<file path="src/sv/dtf_pkg.sv">
`timescale 1ns / 1ps
// ----------------------------------------------------------------------------
// Decimal text to fixed point: shared package
// Character codes, parser phase encoding and the flag group that passes
// from the parser to the result formatter.
// ----------------------------------------------------------------------------
package dtf_pkg;

  // Character codes the parser reacts to.
  localparam logic [7:0] CH_NUL    = 8'h00;
  localparam logic [7:0] CH_DIGIT0 = 8'h30;
  localparam logic [7:0] CH_DIGIT9 = 8'h39;
  localparam logic [7:0] CH_MINUS  = 8'h2D;

  // Parser phases.
  typedef enum logic [1:0] {
    PH_LEAD = 2'd0,
    PH_INT  = 2'd1,
    PH_FRAC = 2'd2,
    PH_SKIP = 2'd3
  } phase_t;

  // Status of a finished string, handed to the formatter.
  typedef struct packed {
    logic active;     // at least one digit was seen
    logic negative;   // a minus sign came before the first digit
    logic saturated;  // integer part overflowed
  } dtf_flags_t;

endpackage

</file>
<file path="src/sv/dtf_char_if.sv">
`timescale 1ns / 1ps
// ----------------------------------------------------------------------------
// Character channel
// Valid/ready channel that carries one text byte per transaction.
// ----------------------------------------------------------------------------
interface dtf_char_if;
  logic       valid;
  logic       ready;
  logic [7:0] ch;

  modport source (output valid, output ch, input ready);
  modport sink (input valid, input ch, output ready);
endinterface

</file>
<file path="src/sv/dtf_result_if.sv">
`timescale 1ns / 1ps
// ----------------------------------------------------------------------------
// Result channel
// Valid/ready channel that carries one fixed-point number and its
// overflow flag per transaction.
// ----------------------------------------------------------------------------
interface dtf_result_if #(
  parameter int VALUE_W = 33
);
  logic                      valid;
  logic                      ready;
  logic signed [VALUE_W-1:0] value;
  logic                      overflow;

  modport source (output valid, output value, output overflow, input ready);
  modport sink (input valid, input value, input overflow, output ready);
endinterface

</file>
<file path="src/sv/dtf_parser.sv">
`timescale 1ns / 1ps
// ----------------------------------------------------------------------------
// Decimal text parser
// Registers each incoming character, then advances the phase machine and
// the integer and fraction accumulators by one character per cycle while
// the pipeline may advance. A terminator copies the accumulated number into
// a record register and clears the parse state.
// ----------------------------------------------------------------------------
module dtf_parser #(
  parameter int INT_BITS        = 16,
  parameter int FRAC_BITS       = 16,
  parameter int MAX_FRAC_DIGITS = 5
) (
  input  logic                   clk,
  input  logic                   rst,
  dtf_char_if.sink               chars,
  input  logic                   adv,
  output logic                   rec_valid,
  output dtf_pkg::dtf_flags_t    rec_flags,
  output logic [INT_BITS-1:0]    rec_int,
  output logic [FRAC_BITS+3:0]   rec_frac
);

  localparam int FA = FRAC_BITS + 4;
  localparam int NW = INT_BITS + 4;

  // Fraction weights: round(2^FRAC_BITS / 10^k) for digit position k.
  localparam logic [63:0] SCALE2 = 64'd1 << (FRAC_BITS + 1);
  localparam logic [FRAC_BITS-1:0] WGT [0:15] = '{
    FRAC_BITS'(0),
    FRAC_BITS'((SCALE2 / 64'd10 + 64'd1) >> 1),
    FRAC_BITS'((SCALE2 / 64'd100 + 64'd1) >> 1),
    FRAC_BITS'((SCALE2 / 64'd1000 + 64'd1) >> 1),
    FRAC_BITS'((SCALE2 / 64'd10000 + 64'd1) >> 1),
    FRAC_BITS'((SCALE2 / 64'd100000 + 64'd1) >> 1),
    FRAC_BITS'((SCALE2 / 64'd1000000 + 64'd1) >> 1),
    FRAC_BITS'((SCALE2 / 64'd10000000 + 64'd1) >> 1),
    FRAC_BITS'((SCALE2 / 64'd100000000 + 64'd1) >> 1),
    FRAC_BITS'((SCALE2 / 64'd1000000000 + 64'd1) >> 1),
    FRAC_BITS'(0), FRAC_BITS'(0), FRAC_BITS'(0),
    FRAC_BITS'(0), FRAC_BITS'(0), FRAC_BITS'(0)
  };

  // Input register.
  logic       c_valid;
  logic [7:0] c_q;

  // Parse state.
  dtf_pkg::phase_t     phase, phase_next;
  logic                negative, negative_next;
  logic [INT_BITS-1:0] int_acc, int_acc_next;
  logic [FA-1:0]       frac_acc, frac_acc_next;
  logic [3:0]          digit_cnt, digit_cnt_next;
  logic                saturated, saturated_next;

  logic                step;
  logic                term;
  logic                is_digit;
  logic [3:0]          d;
  logic [NW-1:0]       int_x10;
  logic                int_ovf;
  logic [3:0]          cnt_inc;
  logic [FA-1:0]       prod;
  logic                frac_room;

  // The input register frees up whenever its character moves on.
  assign chars.ready = !c_valid || adv;
  assign step        = c_valid && adv;
  assign term        = (c_q == dtf_pkg::CH_NUL);

  // Character decode and arithmetic for one step.
  assign is_digit  = (c_q >= dtf_pkg::CH_DIGIT0) && (c_q <= dtf_pkg::CH_DIGIT9);
  assign d         = 4'(c_q - dtf_pkg::CH_DIGIT0);
  assign int_x10   = (NW'(int_acc) << 3) + (NW'(int_acc) << 1) + NW'(d);
  assign int_ovf   = |int_x10[NW-1:INT_BITS];
  assign cnt_inc   = digit_cnt + 4'd1;
  assign prod      = FA'(d) * FA'(WGT[cnt_inc]);
  assign frac_room = (digit_cnt < 4'(MAX_FRAC_DIGITS));

  // Next phase.
  always_comb begin
    phase_next = phase;
    if (step) begin
      if (term) begin
        phase_next = dtf_pkg::PH_LEAD;
      end else begin
        unique case (phase)
          dtf_pkg::PH_LEAD: if (is_digit) phase_next = dtf_pkg::PH_INT;
          dtf_pkg::PH_INT:  if (!is_digit) phase_next = dtf_pkg::PH_FRAC;
          dtf_pkg::PH_FRAC: if (!is_digit) phase_next = dtf_pkg::PH_SKIP;
          dtf_pkg::PH_SKIP: phase_next = dtf_pkg::PH_SKIP;
          default:          phase_next = dtf_pkg::PH_LEAD;
        endcase
      end
    end
  end

  // Accumulator updates for the current phase.
  always_comb begin
    negative_next  = negative;
    int_acc_next   = int_acc;
    frac_acc_next  = frac_acc;
    digit_cnt_next = digit_cnt;
    saturated_next = saturated;
    if (step) begin
      if (term) begin
        negative_next  = 1'b0;
        int_acc_next   = '0;
        frac_acc_next  = '0;
        digit_cnt_next = '0;
        saturated_next = 1'b0;
      end else begin
        unique case (phase)
          dtf_pkg::PH_LEAD: begin
            if (is_digit) begin
              int_acc_next = INT_BITS'(d);
            end else if (c_q == dtf_pkg::CH_MINUS) begin
              negative_next = 1'b1;
            end
          end
          dtf_pkg::PH_INT: begin
            if (is_digit) begin
              if (saturated || int_ovf) begin
                int_acc_next   = '1;
                saturated_next = 1'b1;
              end else begin
                int_acc_next = int_x10[INT_BITS-1:0];
              end
            end
          end
          dtf_pkg::PH_FRAC: begin
            if (is_digit && frac_room) begin
              digit_cnt_next = cnt_inc;
              frac_acc_next  = frac_acc + prod;
            end
          end
          dtf_pkg::PH_SKIP: ;
          default: ;
        endcase
      end
    end
  end

  // Control and parse state registers.
  always_ff @(posedge clk) begin
    if (rst) begin
      c_valid   <= 1'b0;
      rec_valid <= 1'b0;
      phase     <= dtf_pkg::PH_LEAD;
      negative  <= 1'b0;
      int_acc   <= '0;
      frac_acc  <= '0;
      digit_cnt <= '0;
      saturated <= 1'b0;
    end else begin
      if (chars.ready) begin
        c_valid <= chars.valid;
      end
      if (adv) begin
        rec_valid <= c_valid && term;
      end
      phase     <= phase_next;
      negative  <= negative_next;
      int_acc   <= int_acc_next;
      frac_acc  <= frac_acc_next;
      digit_cnt <= digit_cnt_next;
      saturated <= saturated_next;
    end
  end

  // Payload registers: incoming character and finished-string record.
  always_ff @(posedge clk) begin
    if (chars.ready) begin
      c_q <= chars.ch;
    end
    if (step && term) begin
      rec_flags.active    <= (phase != dtf_pkg::PH_LEAD);
      rec_flags.negative  <= negative;
      rec_flags.saturated <= saturated;
      rec_int             <= int_acc;
      rec_frac            <= frac_acc;
    end
  end

endmodule

</file>
<file path="src/sv/dtf_format.sv">
`timescale 1ns / 1ps
// ----------------------------------------------------------------------------
// Result formatter
// Joins the integer and clamped fraction parts, applies saturation and the
// sign, and holds the result in the output register until it is taken.
// ----------------------------------------------------------------------------
module dtf_format #(
  parameter int INT_BITS  = 16,
  parameter int FRAC_BITS = 16
) (
  input  logic                 clk,
  input  logic                 rst,
  input  logic                 rec_valid,
  input  dtf_pkg::dtf_flags_t  rec_flags,
  input  logic [INT_BITS-1:0]  rec_int,
  input  logic [FRAC_BITS+3:0] rec_frac,
  output logic                 adv,
  dtf_result_if.source         results
);

  localparam int MW = INT_BITS + FRAC_BITS;
  localparam int TB = (MW > 63) ? 63 : MW;
  localparam int VW = MW + 1;
  localparam logic [MW-1:0] MAXMAG = {MW{1'b1}} >> (MW - TB);

  logic                 o_valid;
  logic [FRAC_BITS-1:0] fclamp;
  logic [MW-1:0]        mag_raw;
  logic [MW-1:0]        mag;
  logic [TB:0]          res;
  logic                 ovf;

  // The pipeline moves whenever the output register is empty or being taken.
  assign adv           = !o_valid || results.ready;
  assign results.valid = o_valid;

  // Magnitude with fraction clamp and saturation.
  always_comb begin
    fclamp  = (|rec_frac[FRAC_BITS+3:FRAC_BITS]) ? '1 : rec_frac[FRAC_BITS-1:0];
    mag_raw = {rec_int, fclamp};
    ovf     = 1'b0;
    if (!rec_flags.active) begin
      mag = '0;
    end else if (rec_flags.saturated) begin
      mag = MAXMAG;
      ovf = 1'b1;
    end else if (mag_raw > MAXMAG) begin
      mag = MAXMAG;
    end else begin
      mag = mag_raw;
    end
    res = {1'b0, mag[TB-1:0]};
    if (rec_flags.active && rec_flags.negative) begin
      res = -res;
    end
  end

  // Output register.
  always_ff @(posedge clk) begin
    if (rst) begin
      o_valid <= 1'b0;
    end else if (adv) begin
      o_valid <= rec_valid;
    end
  end

  always_ff @(posedge clk) begin
    if (adv && rec_valid) begin
      results.value    <= VW'(res);
      results.overflow <= ovf;
    end
  end

endmodule

</file>
<file path="src/sv/decimal_text_to_fixed_point.sv">
`timescale 1ns / 1ps
// ----------------------------------------------------------------------------
// Decimal text to fixed point
// Parses a stream of decimal characters into a signed fixed-point number.
// ----------------------------------------------------------------------------
// Usage:
//   chars carries one byte per transaction. Bytes before the first digit are
//   skipped (a minus among them makes the result negative), digits form the
//   integer part, the next byte is the separator, and up to MAX_FRAC_DIGITS
//   digits form the fraction. A zero byte ends the string.
//   results carries one transaction per zero byte: value is two's complement
//   with FRAC_BITS fraction bits, saturated, and overflow flags an integer
//   part wider than INT_BITS bits.
//   Throughput is one character per cycle while the receiver does not stall,
//   set by the update of the parse accumulators on every accepted character.
//   The input register takes the terminator, the record register then takes
//   the result, and the output register takes it from there and marks it valid.
//   Reset (synchronous, active high) clears the parse state and drops any
//   pending result. When the receiver stalls, the output register holds its
//   transaction and the stages behind it hold too; chars.ready falls only
//   once a character is waiting in the input register.
// ----------------------------------------------------------------------------
module decimal_text_to_fixed_point #(
  parameter int INT_BITS        = 16,
  parameter int FRAC_BITS       = 16,
  parameter int MAX_FRAC_DIGITS = 5
) (
  input  logic         clk,
  input  logic         rst,
  dtf_char_if.sink     chars,
  dtf_result_if.source results
);

  logic                  adv;
  logic                  rec_valid;
  dtf_pkg::dtf_flags_t   rec_flags;
  logic [INT_BITS-1:0]   rec_int;
  logic [FRAC_BITS+3:0]  rec_frac;

  // Character register and phase machine.
  dtf_parser #(
    .INT_BITS        (INT_BITS),
    .FRAC_BITS       (FRAC_BITS),
    .MAX_FRAC_DIGITS (MAX_FRAC_DIGITS)
  ) u_parser (
    .clk       (clk),
    .rst       (rst),
    .chars     (chars),
    .adv       (adv),
    .rec_valid (rec_valid),
    .rec_flags (rec_flags),
    .rec_int   (rec_int),
    .rec_frac  (rec_frac)
  );

  // Sign, saturation and output register.
  dtf_format #(
    .INT_BITS  (INT_BITS),
    .FRAC_BITS (FRAC_BITS)
  ) u_format (
    .clk       (clk),
    .rst       (rst),
    .rec_valid (rec_valid),
    .rec_flags (rec_flags),
    .rec_int   (rec_int),
    .rec_frac  (rec_frac),
    .adv       (adv),
    .results   (results)
  );

endmodule

</file>
<file path="src/flat_wrapper.sv">
// flat-port wrapper written by rule: the top's interface ports become plain ports
module decimal_text_to_fixed_point_flat 
#(
  parameter int INT_BITS        = 16,
  parameter int FRAC_BITS       = 16,
  parameter int MAX_FRAC_DIGITS = 5
)
  (clk, rst, chars_valid, chars_ch, chars_ready, results_valid, results_value, results_overflow, results_ready);
  dtf_char_if chars_i ();
  dtf_result_if results_i ();
  input  logic clk;
  input  logic rst;
  input wire logic [$bits(chars_i.valid)-1:0] chars_valid;
  input wire logic [$bits(chars_i.ch)-1:0] chars_ch;
  output wire logic [$bits(chars_i.ready)-1:0] chars_ready;
  output wire logic [$bits(results_i.valid)-1:0] results_valid;
  output wire logic [$bits(results_i.value)-1:0] results_value;
  output wire logic [$bits(results_i.overflow)-1:0] results_overflow;
  input wire logic [$bits(results_i.ready)-1:0] results_ready;
  assign chars_i.valid = chars_valid;
  assign chars_i.ch = chars_ch;
  assign chars_ready = chars_i.ready;
  assign results_valid = results_i.valid;
  assign results_value = results_i.value;
  assign results_overflow = results_i.overflow;
  assign results_i.ready = results_ready;
  decimal_text_to_fixed_point #(.INT_BITS(INT_BITS), .FRAC_BITS(FRAC_BITS), .MAX_FRAC_DIGITS(MAX_FRAC_DIGITS)) u_core (.clk(clk), .rst(rst), .chars(chars_i), .results(results_i));
endmodule
</file>
<file path="config.mk">
export PLATFORM = sky130hd
export DESIGN_NAME = decimal_text_to_fixed_point_flat
export DESIGN_NICKNAME = d
export VERILOG_FILES = /design/src/sv/dtf_pkg.sv /design/src/sv/dtf_char_if.sv /design/src/sv/dtf_result_if.sv /design/src/sv/dtf_parser.sv /design/src/sv/dtf_format.sv /design/src/sv/decimal_text_to_fixed_point.sv /design/src/flat_wrapper.sv
export SDC_FILE = /design/constraint.sdc
export NUM_CORES = 1
export LEC_CHECK = 0
export BUFFER_PORTS_ARGS = -buffer_cell sky130_fd_sc_hd__buf_2
export CAP_MARGIN = 40
export CORE_MARGIN = 8
export CORE_UTILIZATION = 43
export CTS_CLUSTER_SIZE = 20
export DETAILED_ROUTE_END_ITERATION = 16
export PLACE_DENSITY = 0.58
export SLEW_MARGIN = 20
export SYNTH_ARGS = -nofsm -noshare
export SYNTH_HDL_FRONTEND = slang
export SYNTH_HIERARCHICAL = 1
export SYNTH_SLANG_ARGS = --single-unit
</file>
<file path="constraint.sdc">
create_clock -name clk -period 5.8 [get_ports clk]
set_input_delay 0.58 -clock clk [delete_from_list [all_inputs] [get_ports clk]]
set_output_delay 0.58 -clock clk [all_outputs]
set_load 0.02 [all_outputs]
</file>
Yosys cells after proc, flatten, opt, wreduce, memory -nomap -nowiden --
Memories as Yosys holds them, arrays and structs flattened. Cells that the tools add are included. Widths: inputs -> output; s select.
Word-level totals: register bits after elaboration 128, bits in latches 0, RAM bits 0, bits in read-only memories 256, input port bits 12, memories kept 1
Memory list:
- (name not given) | words 16, bits a word 16, rd ports 1, clocked after memory_dff 0, wr ports 0, RTL line dtf_parser.sv:77 | assign prod = FA'(d) * FA'(WGT[cnt_inc]);
Operators by class: $add $sub $neg 6, multipliers 1, divide/modulo/power cells 0, $lt $le $gt $ge 5, equality and inequality tests 9, shift operators 0, multiplexer cells 32, bitwise gates (word level) 1, reduce and logical (&&, ||, !) cells 30
Operators by type and width (number):
- $mux 32 | 4
- $mux 16 | 7
- $mux 20 | 3
- $neg 32->33 | 1
- $gt 32x32->1 const B | 1
- $pmux 16 s2 | 1
- $add 19x17->20 | 1
- $add 20x20->20 | 1
- $add 20x4->20 | 1
- $mul 4x16->20 | 1
- $reduce_and 4->1 | 4
- $reduce_bool 2->1 | 8
- $mux 4 | 3
- $ne 3x3->1 const B | 4
- $mux 1 | 9
- $eq 8x6->1 const B | 1
- $ge 8x6->1 const B | 1
- $le 8x6->1 const B | 1
- $logic_not 8->1 | 1
- $mux 2 | 4
- $pmux 2 s4 | 1
- $reduce_or 4->1 | 2
- $logic_and 1x1->1 | 7
- $ge 5x5->1 const B | 1
- 12 further kinds | 16

Longest topological paths before layout --
depth in word-level cells 10, mapped depth 21

Cells and area by module --
Netlist, hierarchy kept.
By module, submodules not included:
- dtf_parser | instances 1, cells each 670, area each 6477.5 um^2, sequential area each 2332.2 um^2
- dtf_format | instances 1, cells each 258, area each 2389.8 um^2, sequential area each 1041.0 um^2

Worst setup path before layout --
Ideal clock, no wire load.
kind reg2reg, start point register u_core.u_parser.digit_cnt[2], end point register u_core.u_parser.frac_acc[16], setup time 0.117 ns, arrival time 4.923 ns, required time 5.683 ns, slack 0.761 ns, stages on the path, launching flop included 21, path buffers 2, cell sequence dfxtp_1 -> clkbuf_1 -> nand3_1 -> xnor2_1 -> nor2b_1 -> clkbuf_1 -> and3_1 -> fa_1 -> fa_1 -> inv_1 -> fa_1 -> inv_1 -> ha_1 -> a21oi_1 -> a21boi_0 -> a31o_2 -> o21ai_1 -> a21oi_1 -> a2111oi_2 -> xnor2_1 -> a22o_1
Between the ends: longest elaborated chain between the ends 10
RTL lines:
- start, declared | RTL line dtf_parser.sv:53 | logic [3:0] digit_cnt, digit_cnt_next;
- start signal, assigned | RTL line dtf_parser.sv:166 | digit_cnt <= digit_cnt_next;
- $add 4x1->4 | RTL line dtf_parser.sv:76 | assign cnt_inc = digit_cnt + 4'd1;
- $not 4->5 (implied by the code) | RTL line dtf_parser.sv:77
- $mem_v2 16x16
- $mux 16 (implied by the code) (2 in series) | RTL line dtf_parser.sv:77
- $mul 4x16->20 | RTL line dtf_parser.sv:77
- $add 20x20->20 | RTL line dtf_parser.sv:134 | frac_acc_next = frac_acc + prod;
- $mux 20 | RTL line dtf_parser.sv:132 | if (is_digit && frac_room) begin
- $mux 20 | RTL line dtf_parser.sv:113 | unique case (phase)
- $mux 20 | RTL line dtf_parser.sv:106 | if (term) begin
- end signal, assigned | RTL line dtf_parser.sv:165 | frac_acc <= frac_acc_next;
- end, declared | RTL line dtf_parser.sv:52 | logic [FA-1:0] frac_acc, frac_acc_next;
Several ways; a longest one is shown, not always the timed one. The select of a mux whose other input is x is not followed. A chain may end at the register's enable or synchronous reset.

Worst setup path in the final report --
start point register u_core.u_parser.digit_cnt[0], end point register u_core.u_parser.frac_acc[16]
The elaborated chain is that of the path after synthesis.

==> out/metrics.yaml <==
status: "finished, final reports clean"
grt_max_degree: 43
fin_ws_ns: 0.4918
leakage_uw: 0.004306
finalHoldViolations: 0
die_h_um: 159.6
slew_viol_final: 0
postCtsSetupRepairBufs: 0
setup-violations-final: 0
drt-vias-per-instance: 5.358
hold_class: "in2reg"
grt_setup_unrepaired: "false"
synthFlopType: "edfxtp_1"
drt_pass1_iterations: 5
min_period_over_period_pct: 91.52
synth_area_mm2: 0.008867
synthCells: 928
grt.total_usage_pct: 15.64
cp.arrival_ns: 5.61
routed_wl_um: 19730
die-area_mm2: 0.02547
final_common_cell: "inv_1"
synth_cell_types: 81
finalNetCount: 1083
setup_tns_ns: 0
drt_iter0_markers: 401
cts_hold_buf: 0
io_buffers: 47
drive_above_1_share_pct: 11.31
maxSlewHeadroom_pct: 50.12
nFillCells: 1895
endpoint_kind: "flip-flop"
multiInputGateArea_mm2: 0.005030
ant_nets: 0
fmaxAchievable_mhz: 188.4
crit_chain: "ha_1 -> xnor2_1 -> nor2b_2 -> and3_1 -> fa_1 -> fa_1 -> inv_1 -> fa_1 -> inv_1 -> ha_1 -> a21oi_1 -> a21boi_0 -> a31o_2 -> o21ai_1 -> a21oi_1 -> a2111oi_2 -> xnor2_1 -> a22o_1"
chipWidth_um: 159.6
grt_pass1_vias: 6365
cts_sinks: 128
cp_max_fo: 12
synthTopCellsByArea: "edfxtp_1 (27%), dfxtp_1 (11%), ha_1 (10%)"
worst_ir_drop_vdd_uv: 199.9
ctsResizeCount: 0
synth_area_leader_cell: "edfxtp_1"
start_util_pct: 43.82
hold_slack_ns: 0.3408
final.min_clock_period_ns: 5.308
critPathLaunchType: "flip-flop"
dpl_cell_area_mm2: 0.009369
grt.overflow.total: 0
cts_tree: "built"
yosys_warnings: 6
fin_area_mm2: 0.01000
antenna_cells: 0
max_stage_delay_ns: 0.54
clock_skew_ns: 0.01137
num_rows: 52
synth_edf_count: 81
max-cap-violations: 0
pwr_density_cell_mw_per_mm2: 223.9
syn_nets: 1043
critical_path_class: "reg2reg"
cts_max_level: 4
syn_to_final_growth_pct: 12.78
coreArea_mm2: 0.02023
drcViolationCount: 0
avgSynthCellArea_um2: 9.555
pre_cts_ws_ns: 0.3958
pin_count: 48
place.gp.congestion: 0.8455
regArea_mm2: 0.003373
reg2regPathDepth: 18
clock_latency_ns: 0.41
cts_root_buffer: "clkbuf_16"
clk_path_buf_depth: 2
crit_top_cell: "fa_1"
antenna_found_initial: 0
vias: 6703
mostFrequentLayoutCells: "inv_1 (87), edfxtp_1 (81), nor2_1 (80)"
dp_hpwl_um: 15170
synth_seq_cells: 128
required_ns: 6.10
worst_pin_slew_ns: 0.7460
cts_buffers: 17
wl_per_cell_um: 15.77
cts.clk_slew.worst_paths_ns: 0.06
grt_first_pass_wirelength_um: 33060
hold_depth: 1
synth_top_area_share_pct: 27.43
slowest_stage: "fa_1"
asyncSetResetFlopFracSynth_pct: 0
ys_seq_area_share_pct: 38.04
total_power_uw: 2239
==> stage by stage <==
step,util (%),cells
3_5_place_dp,46.30,1217
4_1_cts,49.30,1249
5_1_grt,49.42,1251
3_3_place_gp,46.17,1216
2_1_floorplan,-,928
6_report,49.42,1251
==> registers in the layout, summed over array words and instances, names as in the netlist <==
register / flops
u_core/u_format/results.overflow: 1
u_core/u_format/results.valid: 1
u_core/u_format/results.value: 33
u_core/u_parser/frac_acc: 20
u_core/u_parser/c_valid: 1
u_core/u_parser/rec_int: 16
u_core/u_parser/rec_flags: 3
u_core/u_parser/rec_valid: 1
u_core/u_parser/negative: 1
u_core/u_parser/saturated: 1
u_core/u_parser/digit_cnt: 4
u_core/u_parser/int_acc: 16
u_core/u_parser/c_q: 8
u_core/u_parser/rec_frac: 20
u_core/u_parser/phase: 2
==> synth_stat cells (3+ instances only) <==
cell,n
inv_1,87
nor3_1,32
nor2b_1,7
a221oi_1,3
o31ai_1,9
nand2b_1,9
a31o_2,3
o21ai_0,43
o41ai_2,3
a21boi_0,7
edfxtp_1,81
nor2_1,81
nor4_1,10
nand3_1,23
xor2_1,16
a211oi_1,12
a31oi_1,4
o31a_1,6
clkbuf_1,24
nand4_1,7
and2_1,28
o41ai_1,6
a22o_1,6
o22ai_1,3
nand2_1,70
a21oi_1,56
and3_1,15
dfxtp_1,47
mux2i_1,5
ha_1,73
a22oi_1,6
o21a_1,13
a211o_1,4
fa_1,30
xnor2_1,18
o21ai_1,6
a21o_1,8
buf_2,7
a2111oi_0,4
==> power by group <==
group | internal, uW | leakage (uW) | switching, uW
registers | 963 | 0.00116 | 7.67
logic | 76.4 | 0.00285 | 103
clock network | 682 | 0.000298 | 407
total | 1720 | 0.00431 | 518
==> per-layer routing <==
layer / track usage, % / vias to the layer above / wire length, um
li1: - / 3436 / -
met1: 22.00 / 3067 / 10020
met5: 0 / - / 0
met4: 5.660 / 0 / 401
met3: 3.102 / 30 / 928
met2: 23.35 / 170 / 8381
==> layout make-up <==
| cell class | instances | share of cell area, % |
|---|---|---|
| multi-input cells | 678 | 50.29 |
| repair buffers | 55 | 3.228 |
| clock buffers | 17 | 4.254 |
| clock inverters | 15 | 1.814 |
| flip-flops and latches | 128 | 33.73 |
| inverters | 88 | 3.303 |
| well taps | 270 | 3.378 |
==> cell families after synthesis <==
family	after synthesis	share of synthesized area, %
AND/OR/NAND/NOR	305	17.19
AO/OA/AOI/OAI	229	18.13
flip-flops	128	38.04
buffers and inverters	122	5.348
adder cells (fa/ha/maj)	104	17.19
XOR/XNOR	35	3.542
multiplexers	5	0.5644
==> worst paths after layout <==
kind	end	slack (ns)	startpoint
max	u_core/u_parser/frac_acc[16]	0.49	u_core/u_parser/digit_cnt[0]
min reg2reg	u_core/u_parser/rec_frac[19]	0.45	u_core/u_parser/frac_acc[19]
min	u_core/u_parser/c_q[2]	0.34	chars_ch[2]
max reg2reg	u_core/u_parser/frac_acc[16]	0.49	u_core/u_parser/digit_cnt[0]
==> critical path: cells and delay by family (launching register included) <==
family	cells	cell delay, ns
adder cells (fa/ha/maj)	5	2.11
AO/OA/AOI/OAI	7	1.48
AND/OR/NAND/NOR	2	0.75
XOR/XNOR	2	0.41
flip-flops	1	0.37
buffers and inverters	2	0.09
Power figures use the tool's default switching activity.
